==> src/eqrlq_pkg.sv <==
// ----------------------------------------------------------------------------
// Event qualifier package
// Types, codes and reset values shared by the event qualifier modules.
// ----------------------------------------------------------------------------
package eqrlq_pkg;

  // Default number of queue slots.
  localparam int DEFAULT_QUEUE_DEPTH = 16;

  // Fill count width; the queue limit register caps the fill below 32.
  localparam int CNT_W = 5;

  // Register port widths.
  localparam int ADDR_W = 5;
  localparam int DATA_W = 32;

  // Request opcodes.
  typedef enum logic [1:0] {
    OP_ZONE    = 2'd0,
    OP_LEADER  = 2'd1,
    OP_TRIGGER = 2'd2,
    OP_POP     = 2'd3
  } opcode_e;

  // Kinds of stored events.
  typedef enum logic [1:0] {
    KIND_ZONE     = 2'd0,
    KIND_LEADER   = 2'd1,
    KIND_EXTERNAL = 2'd2
  } kind_e;

  // Result status codes.
  typedef enum logic [2:0] {
    ST_QUEUED   = 3'd0,
    ST_DISABLED = 3'd1,
    ST_LOW_CONF = 3'd2,
    ST_PENDING  = 3'd3,
    ST_COOLDOWN = 3'd4,
    ST_POPPED   = 3'd5,
    ST_EMPTY    = 3'd6
  } status_e;

  // Register indexes (byte address is four times the index).
  typedef enum logic [2:0] {
    REG_ENABLE         = 3'd0,
    REG_MIN_CONFIDENCE = 3'd1,
    REG_CONFIRM_FRAMES = 3'd2,
    REG_COOLDOWN_MS    = 3'd3,
    REG_QUEUE_LIMIT    = 3'd4
  } reg_idx_e;

  // Register reset values.
  localparam logic        RST_ENABLE         = 1'b1;
  localparam logic [7:0]  RST_MIN_CONFIDENCE = 8'd128;
  localparam logic [7:0]  RST_CONFIRM_FRAMES = 8'd3;
  localparam logic [15:0] RST_COOLDOWN_MS    = 16'd1000;
  localparam logic [4:0]  RST_QUEUE_LIMIT    = 5'd16;

  // One input request.
  typedef struct packed {
    opcode_e            opcode;
    logic [7:0]         confidence;
    logic [3:0]         target_zone;
    logic [31:0]        now_ms;
    logic [31:0]        stamp_ms;
    logic [7:0]         leader_id;
    logic [3:0]         camera_id;
    logic signed [15:0] pos_x;
    logic signed [15:0] pos_y;
    logic signed [15:0] speed;
  } item_t;

  // One queued event.
  typedef struct packed {
    kind_e              kind;
    logic [3:0]         zone;
    logic [7:0]         leader;
    logic [3:0]         camera;
    logic [7:0]         confidence;
    logic signed [15:0] pos_x;
    logic signed [15:0] pos_y;
    logic signed [15:0] speed;
    logic [31:0]        stamp;
  } entry_t;

  // Commands into the event queue, valid for one cycle.
  typedef struct packed {
    logic push;
    logic pop;
  } q_cmd_t;

  // Queue status seen by the qualifier.
  typedef struct packed {
    logic             empty;
    logic             dropped;
    logic [CNT_W-1:0] fill_next;
  } q_stat_t;

endpackage

==> src/eqrlq_queue.sv <==
// ----------------------------------------------------------------------------
// Event queue
// Bounded ring of events that drops its oldest entry when the limit is hit.
// ----------------------------------------------------------------------------
module eqrlq_queue #(
  parameter int QUEUE_DEPTH = eqrlq_pkg::DEFAULT_QUEUE_DEPTH
) (
  input  logic                        clk_i,
  input  logic                        rst_ni,
  input  eqrlq_pkg::q_cmd_t           cmd_i,
  input  eqrlq_pkg::entry_t           entry_i,
  input  logic [eqrlq_pkg::CNT_W-1:0] limit_i,
  output eqrlq_pkg::entry_t           head_o,
  output eqrlq_pkg::q_stat_t          stat_o
);

  localparam int IDX_W = (QUEUE_DEPTH > 1) ? $clog2(QUEUE_DEPTH) : 1;
  localparam int SUM_W = $clog2(2 * QUEUE_DEPTH) + 1;

  logic [IDX_W-1:0]            head_q, head_d;
  logic [eqrlq_pkg::CNT_W-1:0] fill_q, fill_d;
  logic [eqrlq_pkg::CNT_W-1:0] lim;
  logic [SUM_W-1:0]            tail_sum;
  logic [IDX_W-1:0]            tail;
  logic [IDX_W-1:0]            head_inc;
  logic                        empty;
  logic                        do_pop;
  logic                        drop;

  eqrlq_pkg::entry_t mem_q [QUEUE_DEPTH];
  eqrlq_pkg::entry_t rd_q;

  // Effective limit: zero acts as one, anything above the depth as the depth.
  always_comb begin
    if (limit_i == '0) begin
      lim = eqrlq_pkg::CNT_W'(1);
    end else if (int'(limit_i) > QUEUE_DEPTH) begin
      lim = eqrlq_pkg::CNT_W'(QUEUE_DEPTH);
    end else begin
      lim = limit_i;
    end
  end

  assign empty  = (fill_q == '0);
  assign do_pop = cmd_i.pop && !empty;
  assign drop   = cmd_i.push && (fill_q >= lim);

  assign head_inc = (head_q == IDX_W'(QUEUE_DEPTH - 1)) ? '0 : head_q + 1'b1;

  // The tail slot sits fill entries after the head; a drop moves the head on
  // while the push that caused it keeps the fill, so the tail moves on as well.
  always_comb begin
    tail_sum = SUM_W'(head_q) + SUM_W'(fill_q);
    if (tail_sum >= SUM_W'(QUEUE_DEPTH)) begin
      tail_sum = tail_sum - SUM_W'(QUEUE_DEPTH);
    end
    tail = tail_sum[IDX_W-1:0];
  end

  // Head and fill updates.
  always_comb begin
    head_d = head_q;
    fill_d = fill_q;
    if (do_pop || drop) begin
      head_d = head_inc;
    end
    if (do_pop) begin
      fill_d = fill_q - 1'b1;
    end else if (cmd_i.push && !drop) begin
      fill_d = fill_q + 1'b1;
    end
  end

  always_ff @(posedge clk_i or negedge rst_ni) begin
    if (!rst_ni) begin
      head_q <= '0;
      fill_q <= '0;
    end else begin
      head_q <= head_d;
      fill_q <= fill_d;
    end
  end

  // Event storage; the read port always fetches the next head entry so that
  // the following request finds it registered, with a bypass for a write to
  // that same slot.
  always_ff @(posedge clk_i) begin
    if (cmd_i.push) begin
      mem_q[tail] <= entry_i;
    end
    if (cmd_i.push && (tail == head_d)) begin
      rd_q <= entry_i;
    end else begin
      rd_q <= mem_q[head_d];
    end
  end

  assign head_o            = rd_q;
  assign stat_o.empty      = empty;
  assign stat_o.dropped    = drop;
  assign stat_o.fill_next  = fill_d;

endmodule

==> src/event_qualifier_rate_limit_queue_unit.sv <==
// ----------------------------------------------------------------------------
// Event qualifier with rate limit and event queue
// Qualifies zone, leader and trigger requests and queues the events that pass.
//
// Every request yields exactly one result. A request is taken into an input
// register, qualified in the next cycle against the confidence threshold, the
// zone confirmation counter and the per-kind cooldown, and its result lands in
// an output register; the block takes one request per clock as long as the
// result side keeps up. Events that pass go into a ring of QUEUE_DEPTH slots,
// bounded by the queue_limit register, that drops its oldest entry when full.
// The ring memory is read ahead into a register at the next head slot, which
// lets a pop follow any request back to back. Registers are to be written over
// the APB port only while no request is in flight; the block does not enforce it.
// ----------------------------------------------------------------------------
module event_qualifier_rate_limit_queue_unit #(
  parameter int QUEUE_DEPTH = eqrlq_pkg::DEFAULT_QUEUE_DEPTH
) (
  input  logic                         clk_i,
  input  logic                         rst_ni,
  // Register port.
  input  logic                         psel,
  input  logic                         penable,
  input  logic                         pwrite,
  input  logic [eqrlq_pkg::ADDR_W-1:0] paddr,
  input  logic [eqrlq_pkg::DATA_W-1:0] pwdata,
  output logic [eqrlq_pkg::DATA_W-1:0] prdata,
  output logic                         pready,
  // Request channel.
  input  logic                         in_valid_i,
  output logic                         in_stall_o,
  input  logic [1:0]                   opcode_i,
  input  logic [7:0]                   confidence_i,
  input  logic [3:0]                   target_zone_i,
  input  logic [31:0]                  now_ms_i,
  input  logic [31:0]                  stamp_ms_i,
  input  logic [7:0]                   leader_id_i,
  input  logic [3:0]                   camera_id_i,
  input  logic signed [15:0]           pos_x_i,
  input  logic signed [15:0]           pos_y_i,
  input  logic signed [15:0]           speed_i,
  // Result channel.
  output logic                         out_valid_o,
  input  logic                         out_stall_i,
  output logic [2:0]                   status_o,
  output logic                         dropped_oldest_o,
  output logic [1:0]                   event_kind_o,
  output logic [3:0]                   event_zone_o,
  output logic [7:0]                   event_leader_o,
  output logic [3:0]                   event_camera_o,
  output logic signed [15:0]           event_x_o,
  output logic signed [15:0]           event_y_o,
  output logic signed [15:0]           event_speed_o,
  output logic [7:0]                   event_confidence_o,
  output logic [31:0]                  event_time_o,
  output logic [4:0]                   queue_count_o
);

  // Configuration registers.
  logic                        enable_q;
  logic [7:0]                  min_conf_q;
  logic [7:0]                  confirm_q;
  logic [15:0]                 cooldown_q;
  logic [eqrlq_pkg::CNT_W-1:0] limit_q;
  logic                        cfg_wr;
  eqrlq_pkg::reg_idx_e         cfg_idx;

  // Request pipeline.
  logic                        in_valid_q;
  eqrlq_pkg::item_t            item_q;
  logic                        accept;
  logic                        adv;

  // Qualifier state.
  logic [3:0]                  pend_q, pend_d;
  logic [7:0]                  cnt_q, cnt_d;
  logic [31:0]                 last_zone_q, last_zone_d;
  logic [31:0]                 last_leader_q, last_leader_d;

  // Qualifier decisions.
  logic                        zone_match;
  logic [7:0]                  cnt_inc;
  logic [7:0]                  cnt_new;
  logic [31:0]                 zone_gap;
  logic [31:0]                 leader_gap;
  logic                        zone_cool;
  logic                        leader_cool;
  logic                        push_req;
  logic                        pop_req;
  eqrlq_pkg::status_e          status;
  eqrlq_pkg::entry_t           push_entry;
  eqrlq_pkg::entry_t           res_entry;

  // Queue interface.
  eqrlq_pkg::q_cmd_t           q_cmd;
  eqrlq_pkg::q_stat_t          q_stat;
  eqrlq_pkg::entry_t           q_head;

  // Result register.
  logic                        out_valid_q;
  eqrlq_pkg::status_e          out_status_q;
  logic                        out_dropped_q;
  eqrlq_pkg::entry_t           out_entry_q;
  logic [eqrlq_pkg::CNT_W-1:0] out_count_q;

  // Register write and read decode.
  assign pready  = 1'b1;
  assign cfg_wr  = psel && penable && pwrite && pready;
  assign cfg_idx = eqrlq_pkg::reg_idx_e'(paddr[eqrlq_pkg::ADDR_W-1:2]);

  always_ff @(posedge clk_i or negedge rst_ni) begin
    if (!rst_ni) begin
      enable_q   <= eqrlq_pkg::RST_ENABLE;
      min_conf_q <= eqrlq_pkg::RST_MIN_CONFIDENCE;
      confirm_q  <= eqrlq_pkg::RST_CONFIRM_FRAMES;
      cooldown_q <= eqrlq_pkg::RST_COOLDOWN_MS;
      limit_q    <= eqrlq_pkg::RST_QUEUE_LIMIT;
    end else if (cfg_wr) begin
      unique case (cfg_idx)
        eqrlq_pkg::REG_ENABLE:         enable_q   <= pwdata[0];
        eqrlq_pkg::REG_MIN_CONFIDENCE: min_conf_q <= pwdata[7:0];
        eqrlq_pkg::REG_CONFIRM_FRAMES: confirm_q  <= pwdata[7:0];
        eqrlq_pkg::REG_COOLDOWN_MS:    cooldown_q <= pwdata[15:0];
        eqrlq_pkg::REG_QUEUE_LIMIT:    limit_q    <= pwdata[eqrlq_pkg::CNT_W-1:0];
        default: begin
        end
      endcase
    end
  end

  always_comb begin
    unique case (cfg_idx)
      eqrlq_pkg::REG_ENABLE:         prdata = eqrlq_pkg::DATA_W'(enable_q);
      eqrlq_pkg::REG_MIN_CONFIDENCE: prdata = eqrlq_pkg::DATA_W'(min_conf_q);
      eqrlq_pkg::REG_CONFIRM_FRAMES: prdata = eqrlq_pkg::DATA_W'(confirm_q);
      eqrlq_pkg::REG_COOLDOWN_MS:    prdata = eqrlq_pkg::DATA_W'(cooldown_q);
      eqrlq_pkg::REG_QUEUE_LIMIT:    prdata = eqrlq_pkg::DATA_W'(limit_q);
      default:                       prdata = '0;
    endcase
  end

  // Handshake: the input register moves on whenever the result register is
  // free or being emptied in this cycle.
  assign adv        = in_valid_q && (!out_valid_q || !out_stall_i);
  assign in_stall_o = in_valid_q && !adv;
  assign accept     = in_valid_i && !in_stall_o;

  always_ff @(posedge clk_i or negedge rst_ni) begin
    if (!rst_ni) begin
      in_valid_q <= 1'b0;
    end else if (accept) begin
      in_valid_q <= 1'b1;
    end else if (adv) begin
      in_valid_q <= 1'b0;
    end
  end

  always_ff @(posedge clk_i) begin
    if (accept) begin
      item_q.opcode      <= eqrlq_pkg::opcode_e'(opcode_i);
      item_q.confidence  <= confidence_i;
      item_q.target_zone <= target_zone_i;
      item_q.now_ms      <= now_ms_i;
      item_q.stamp_ms    <= stamp_ms_i;
      item_q.leader_id   <= leader_id_i;
      item_q.camera_id   <= camera_id_i;
      item_q.pos_x       <= pos_x_i;
      item_q.pos_y       <= pos_y_i;
      item_q.speed       <= speed_i;
    end
  end

  // Zone confirmation counter, saturating at its top value.
  assign zone_match = (item_q.target_zone == pend_q);
  assign cnt_inc    = (cnt_q != 8'hFF) ? cnt_q + 8'd1 : cnt_q;
  assign cnt_new    = zone_match ? cnt_inc : 8'd1;

  // Cooldown checks use wrapping time differences.
  assign zone_gap    = item_q.now_ms - last_zone_q;
  assign leader_gap  = item_q.now_ms - last_leader_q;
  assign zone_cool   = (zone_gap < {16'd0, cooldown_q});
  assign leader_cool = (leader_gap < {16'd0, cooldown_q});

  // Request qualification.
  always_comb begin
    status        = eqrlq_pkg::ST_QUEUED;
    push_req      = 1'b0;
    pop_req       = 1'b0;
    push_entry    = '0;
    pend_d        = pend_q;
    cnt_d         = cnt_q;
    last_zone_d   = last_zone_q;
    last_leader_d = last_leader_q;

    if (item_q.opcode == eqrlq_pkg::OP_POP) begin
      if (q_stat.empty) begin
        status = eqrlq_pkg::ST_EMPTY;
      end else begin
        status  = eqrlq_pkg::ST_POPPED;
        pop_req = 1'b1;
      end
    end else if (!enable_q) begin
      status = eqrlq_pkg::ST_DISABLED;
    end else if (item_q.opcode == eqrlq_pkg::OP_TRIGGER) begin
      push_req         = 1'b1;
      push_entry.kind  = eqrlq_pkg::KIND_EXTERNAL;
      push_entry.stamp = item_q.now_ms;
    end else if (item_q.confidence < min_conf_q) begin
      status = eqrlq_pkg::ST_LOW_CONF;
    end else if (item_q.opcode == eqrlq_pkg::OP_ZONE) begin
      pend_d = item_q.target_zone;
      cnt_d  = cnt_new;
      if (cnt_new < confirm_q) begin
        status = eqrlq_pkg::ST_PENDING;
      end else if (zone_cool) begin
        status = eqrlq_pkg::ST_COOLDOWN;
      end else begin
        push_req              = 1'b1;
        push_entry.kind       = eqrlq_pkg::KIND_ZONE;
        push_entry.zone       = item_q.target_zone;
        push_entry.confidence = item_q.confidence;
        push_entry.pos_x      = item_q.pos_x;
        push_entry.stamp      = item_q.stamp_ms;
        last_zone_d           = item_q.stamp_ms;
        pend_d                = '0;
        cnt_d                 = '0;
      end
    end else begin
      if (leader_cool) begin
        status = eqrlq_pkg::ST_COOLDOWN;
      end else begin
        push_req              = 1'b1;
        push_entry.kind       = eqrlq_pkg::KIND_LEADER;
        push_entry.leader     = item_q.leader_id;
        push_entry.camera     = item_q.camera_id;
        push_entry.confidence = item_q.confidence;
        push_entry.pos_x      = item_q.pos_x;
        push_entry.pos_y      = item_q.pos_y;
        push_entry.speed      = item_q.speed;
        push_entry.stamp      = item_q.now_ms;
        last_leader_d         = item_q.now_ms;
      end
    end
  end

  // Qualifier state commits only when the request moves to the result side.
  always_ff @(posedge clk_i or negedge rst_ni) begin
    if (!rst_ni) begin
      pend_q        <= '0;
      cnt_q         <= '0;
      last_zone_q   <= '0;
      last_leader_q <= '0;
    end else if (adv) begin
      pend_q        <= pend_d;
      cnt_q         <= cnt_d;
      last_zone_q   <= last_zone_d;
      last_leader_q <= last_leader_d;
    end
  end

  // Event queue.
  assign q_cmd.push = adv && push_req;
  assign q_cmd.pop  = adv && pop_req;

  eqrlq_queue #(
    .QUEUE_DEPTH (QUEUE_DEPTH)
  ) u_queue (
    .clk_i   (clk_i),
    .rst_ni  (rst_ni),
    .cmd_i   (q_cmd),
    .entry_i (push_entry),
    .limit_i (limit_q),
    .head_o  (q_head),
    .stat_o  (q_stat)
  );

  // Event fields are zero unless an entry was popped.
  assign res_entry = pop_req ? q_head : '0;

  // Result register.
  always_ff @(posedge clk_i or negedge rst_ni) begin
    if (!rst_ni) begin
      out_valid_q <= 1'b0;
    end else if (adv) begin
      out_valid_q <= 1'b1;
    end else if (!out_stall_i) begin
      out_valid_q <= 1'b0;
    end
  end

  always_ff @(posedge clk_i) begin
    if (adv) begin
      out_status_q  <= status;
      out_dropped_q <= q_stat.dropped;
      out_entry_q   <= res_entry;
      out_count_q   <= q_stat.fill_next;
    end
  end

  assign out_valid_o        = out_valid_q;
  assign status_o           = out_status_q;
  assign dropped_oldest_o   = out_dropped_q;
  assign event_kind_o       = out_entry_q.kind;
  assign event_zone_o       = out_entry_q.zone;
  assign event_leader_o     = out_entry_q.leader;
  assign event_camera_o     = out_entry_q.camera;
  assign event_x_o          = out_entry_q.pos_x;
  assign event_y_o          = out_entry_q.pos_y;
  assign event_speed_o      = out_entry_q.speed;
  assign event_confidence_o = out_entry_q.confidence;
  assign event_time_o       = out_entry_q.stamp;
  assign queue_count_o      = out_count_q;

endmodule

==> config.mk <==
export PLATFORM = sky130hd
export DESIGN_NAME = event_qualifier_rate_limit_queue_unit
export DESIGN_NICKNAME = d
export VERILOG_FILES = /design/src/eqrlq_pkg.sv /design/src/eqrlq_queue.sv /design/src/event_qualifier_rate_limit_queue_unit.sv
export SDC_FILE = /design/constraint.sdc
export NUM_CORES = 2
export LEC_CHECK = 0
export ABC_CLOCK_PERIOD_IN_PS = 35100
export BUFFER_PORTS_ARGS = -buffer_cell sky130_fd_sc_hd__buf_4
export CORE_UTILIZATION = 55
export CTS_CLUSTER_SIZE = 25
export DETAILED_ROUTE_END_ITERATION = 10
export PLACE_DENSITY = 0.72
export SLEW_MARGIN = 20
export SYNTH_ARGS = -nofsm -noshare
export SYNTH_HDL_FRONTEND = slang
export SYNTH_SLANG_ARGS = --single-unit
==> constraint.sdc <==
create_clock -name clk_i -period 35.1 [get_ports clk_i]
set_input_delay 3.51 -clock clk_i [delete_from_list [all_inputs] [get_ports clk_i]]
set_output_delay 3.51 -clock clk_i [all_outputs]
set_load 0.02 [all_outputs]
==> impl_metrics.json <==
{
  "ys_async_sr_fraction_pct": 6.02,
  "setup-tns-final_ns": 0,
  "die_w_um": 393,
  "slew_violations": 0,
  "internal_power_mw": 4.66,
  "p_leak_nw": 34.0,
  "cts_tree": "done",
  "die_h_um": 393,
  "p_per_area_nw_per_um2": 66.8,
  "grt_max_degree": 112,
  "htree_levels": 4,
  "cp_common_cell": "buf_4",
  "crit_fanout": 19,
  "fin_nets": 4906,
  "final_antenna_net_count": 0,
  "synth_top_area_share_pct": 69.7,
  "detail_route.wl_per_cell_um": 28.5,
  "start_util_pct": 55.4,
  "synthAdderAreaFrac_pct": 1.83,
  "synthMuxAreaShare_pct": 15.4,
  "critical_path_arrival_ns": 4.81,
  "clockBufferDepth": 3,
  "crit_path_cell_trace": "buf_4 -> nor2b_1 -> nand2_1 -> nor2_1 -> buf_4",
  "crit_slowest_cell": "nor2b_1",
  "synth_top_family_by_area": "multiplexers",
  "peakVddDrop_uv": 54.9,
  "yosys-top-cells-area": "edfxtp_1 (70%), mux4_2 (14%), dfrtp_1 (3.4%)",
  "setup_slack_ns": 26.78,
  "rows": 143,
  "cp_slowest_stage_delay_ns": 0.42,
  "switching_share_pct": 26.7,
  "viasPerCell": 6.22,
  "synth_compound_area_share_pct": 2.95,
  "synth_area_um2": 84000,
  "vias": 42300,
  "io_buffers": 296,
  "crit_start": "paddr[2]",
  "dieArea_um2": 154000,
  "pre_cts_ws_ns": 26.81,
  "power_switching_mw": 1.70,
  "sequentialPowerShare_pct": 45.4,
  "grt_pass1_vias": 42500,
  "synthDistinctLibCells": 90,
  "slew_headroom_pct": 26.3,
  "final_cell_mix": "edfxtp_1 (1,949), mux4_2 (530), buf_4 (346)",
  "io_pins": 332,
  "start_kind": "input port",
  "drt-total-wl_mm": 193,
  "layout-drive-gt1-share_pct": 27.5,
  "hold_buffers": 0,
  "cts_root_buf": "clkbuf_16",
  "crit_family": "simple AND/OR/NAND/NOR gates",
  "cts_made_buffers": 204,
  "antenna_found_initial": 2,
  "grt.overflow.total": 0,
  "multi_input_area_um2": 21200,
  "rsz0062_at_grt": "no",
  "fin_crit_sh_pct": 23.7,
  "ys_seq_area_share_pct": 73.5,
  "worstPathRequired_ns": 31.59,
  "syn2layout_area_growth_pct": 13.5,
  "period_minus_slack_ns": 8.32,
  "post-route-util_pct": 62.8,
  "fmax_mhz": 120,
  "cp-end-kind": "output port",
  "syn-mean-instance-area_um2": 19.9,
  "fp.coreArea_um2": 152000,
  "syn_inst": 4226,
  "tightest_slew_ns": 1.10,
  "grt_use_total_pct": 25.4,
  "critPathBufInv": 2,
  "cts_setup_buffers": 0,
  "timing.final.hold_violations": 0,
  "n_antenna_cell": 0,
  "clock-sinks": 2078,
  "status": "completed",
  "combPwrFrac_pct": 21.1,
  "seqCellArea_um2": 61800,
  "dpl.hpwl_mm": 101,
  "setup_viol": 0,
  "synth-xor-area-share_pct": 0.553,
  "post_cts_resized": 0,
  "drt-pass1-iter-count": 5,
  "synth-main-ff-cell": "edfxtp_1",
  "remaining_drc_errors": 0,
  "globalplace.congestion": 0.926,
  "hp-class": "flip-flop to flip-flop",
  "insertion_delay_ns": 0.85,
  "drtIter0Drc": 4670,
  "grt_pass1_wl_mm": 282,
  "cap_violations": 0,
  "r2r_start": "item_q[92]",
  "synth_seq_cells": 2078,
  "fin_worst_skew_ns": 0.0712,
  "synth_edf_count": 1949,
  "yosys_warnings": 0,
  "crit_type": "input port to output port",
  "yosysTopAreaCell": "edfxtp_1",
  "hold_start": "in_valid_q",
  "synth-simple-area-share_pct": 4.25,
  "p_clk_share_pct": 33.5,
  "path_clk_slew_ns": 0.06,
  "mostFrequentLayoutCell": "edfxtp_1",
  "nFillCells": 10400
}
[sequential cells by signal (all words and copies together) (netlist names), 8 cells and up, named ones only]
| register | count |
|---|---|
| event_time_o | 32 |
| item_q | 138 |
| cnt_q | 8 |
| event_speed_o | 16 |
| cooldown_q | 16 |
| event_leader_o | 8 |
| min_conf_q | 8 |
| event_x_o | 16 |
| event_y_o | 16 |
| last_zone_q | 32 |
| last_leader_q | 32 |
| event_confidence_o | 8 |
| u_queue.mem_q | 1696 |
| confirm_q | 8 |
[power groups by stage]
stage	logic [mW]	clock network, mW	registers, mW
after floorplan	1.01	0	2.92
after global placement	1.35	0	2.94
after detailed placement	1.36	0	2.94
after CTS	1.36	2.17	2.89
after global routing	1.45	2.26	2.90
final	1.34	2.13	2.89
[layout make-up]
type | count | area share (%)
clock buffer | 261 | 5.70
multi-input combinational | 1845 | 22.2
tap | 2030 | 2.67
timing repair buffer | 358 | 2.97
sequential | 2078 | 64.8
inverter | 116 | 0.457
clock inverter | 108 | 1.20
[synth_stat cells, types with 8 or more instances]
| cell | number |
|---|---|
| clkbuf_1 | 141 |
| and3_1 | 19 |
| and2_1 | 84 |
| mux4_2 | 530 |
| a211oi_1 | 13 |
| or3_1 | 9 |
| a22oi_1 | 41 |
| a21oi_1 | 85 |
| xnor2_1 | 35 |
| dfrtp_1 | 114 |
| buf_1 | 36 |
| mux2i_1 | 12 |
| nand2_1 | 150 |
| ha_1 | 118 |
| and4_1 | 8 |
| nor3_1 | 26 |
| nand2b_1 | 14 |
| mux2_2 | 74 |
| nor4_1 | 20 |
| o211ai_1 | 11 |
| buf_4 | 17 |
| xor2_1 | 18 |
| o22ai_1 | 11 |
| a21o_1 | 25 |
| edfxtp_1 | 1949 |
| dfstp_2 | 11 |
| o21a_1 | 13 |
| nor2b_1 | 150 |
| nor2_1 | 90 |
| inv_1 | 116 |
| nand4_1 | 27 |
| nand3_1 | 23 |
| o21ai_0 | 100 |
[layer usage]
layer / vias to the layer above / track usage (%) / part of all wire, %
li1: 17900 / - / -
met1: 22300 / 37.4 / 42
met2: 1805 / 40.4 / 49
met3: 241 / 3.81 / 7.2
met4: 0 / 6.12 / 2.0
met5: - / 0 / 0
[cells by family (layout without fill, tap and decap cells)]
kind of cell | count (synthesis) | in the layout
muxes | 619 | 619
other | 2 | 17
DFF | 2078 | 2078
buffers and inverters | 318 | 843
and+or+nand+nor | 655 | 655
xor gates and xnor gates | 53 | 53
adders and majority gates | 121 | 121
AOI/OAI and AO/OA | 380 | 380
[worst paths after layout]
path | to | slack (ns) | cells after the start
worst max-delay path | prdata[10] | 26.78 | 5
worst min-delay path | out_valid_o | 0.49 | 1
worst max register to register | u_queue.mem_q[4][56] | 27.39 | 23
worst min register to register | out_valid_o | 0.49 | 1
max in group asynchronous | u_queue.head_q[0] | 31.11 | 2
min in group asynchronous | last_leader_q[4] | 2.69 | 1
[worst reg2reg max path, stage by stage, from the launching register on]
cell       delay (ns)
edfxtp_1         0.42
inv_1            0.10
ha_1             0.18
inv_1            0.06
fa_1             0.40
a21o_1           0.21
a31o_2           0.31
a31oi_1          0.40
o21a_1           0.22
xnor2_1          0.08
ha_1             0.30
nand4_1          0.17
nor3_1           0.24
o21ai_0          0.23
o211ai_1         0.16
a2111oi_0        0.09
nand4b_1         0.27
o311ai_1         0.25
o32ai_1          0.54
nor2_8           0.11
nor2_1           0.27
and3_4           0.64
buf_4            0.71
buf_4            0.90
[metrics by stage]
| stage | instances | power (mW) | area [um2] | hold slack, ns |
|---|---|---|---|---|
| floorplan | 4241 | 3.93 | 84000 | 0.449 |
| finish | 6796 | 6.36 | 95300 | 0.490 |
| CTS | 6796 | 6.42 | 95300 | 0.493 |
| detailed placement | 6427 | 4.30 | 88700 | 0.479 |
| global route | 6796 | 6.60 | 95300 | 0.512 |
| global placement | 6427 | 4.29 | 88700 | 0.467 |
No activity file was read; power rests on OpenSTA's default activity.
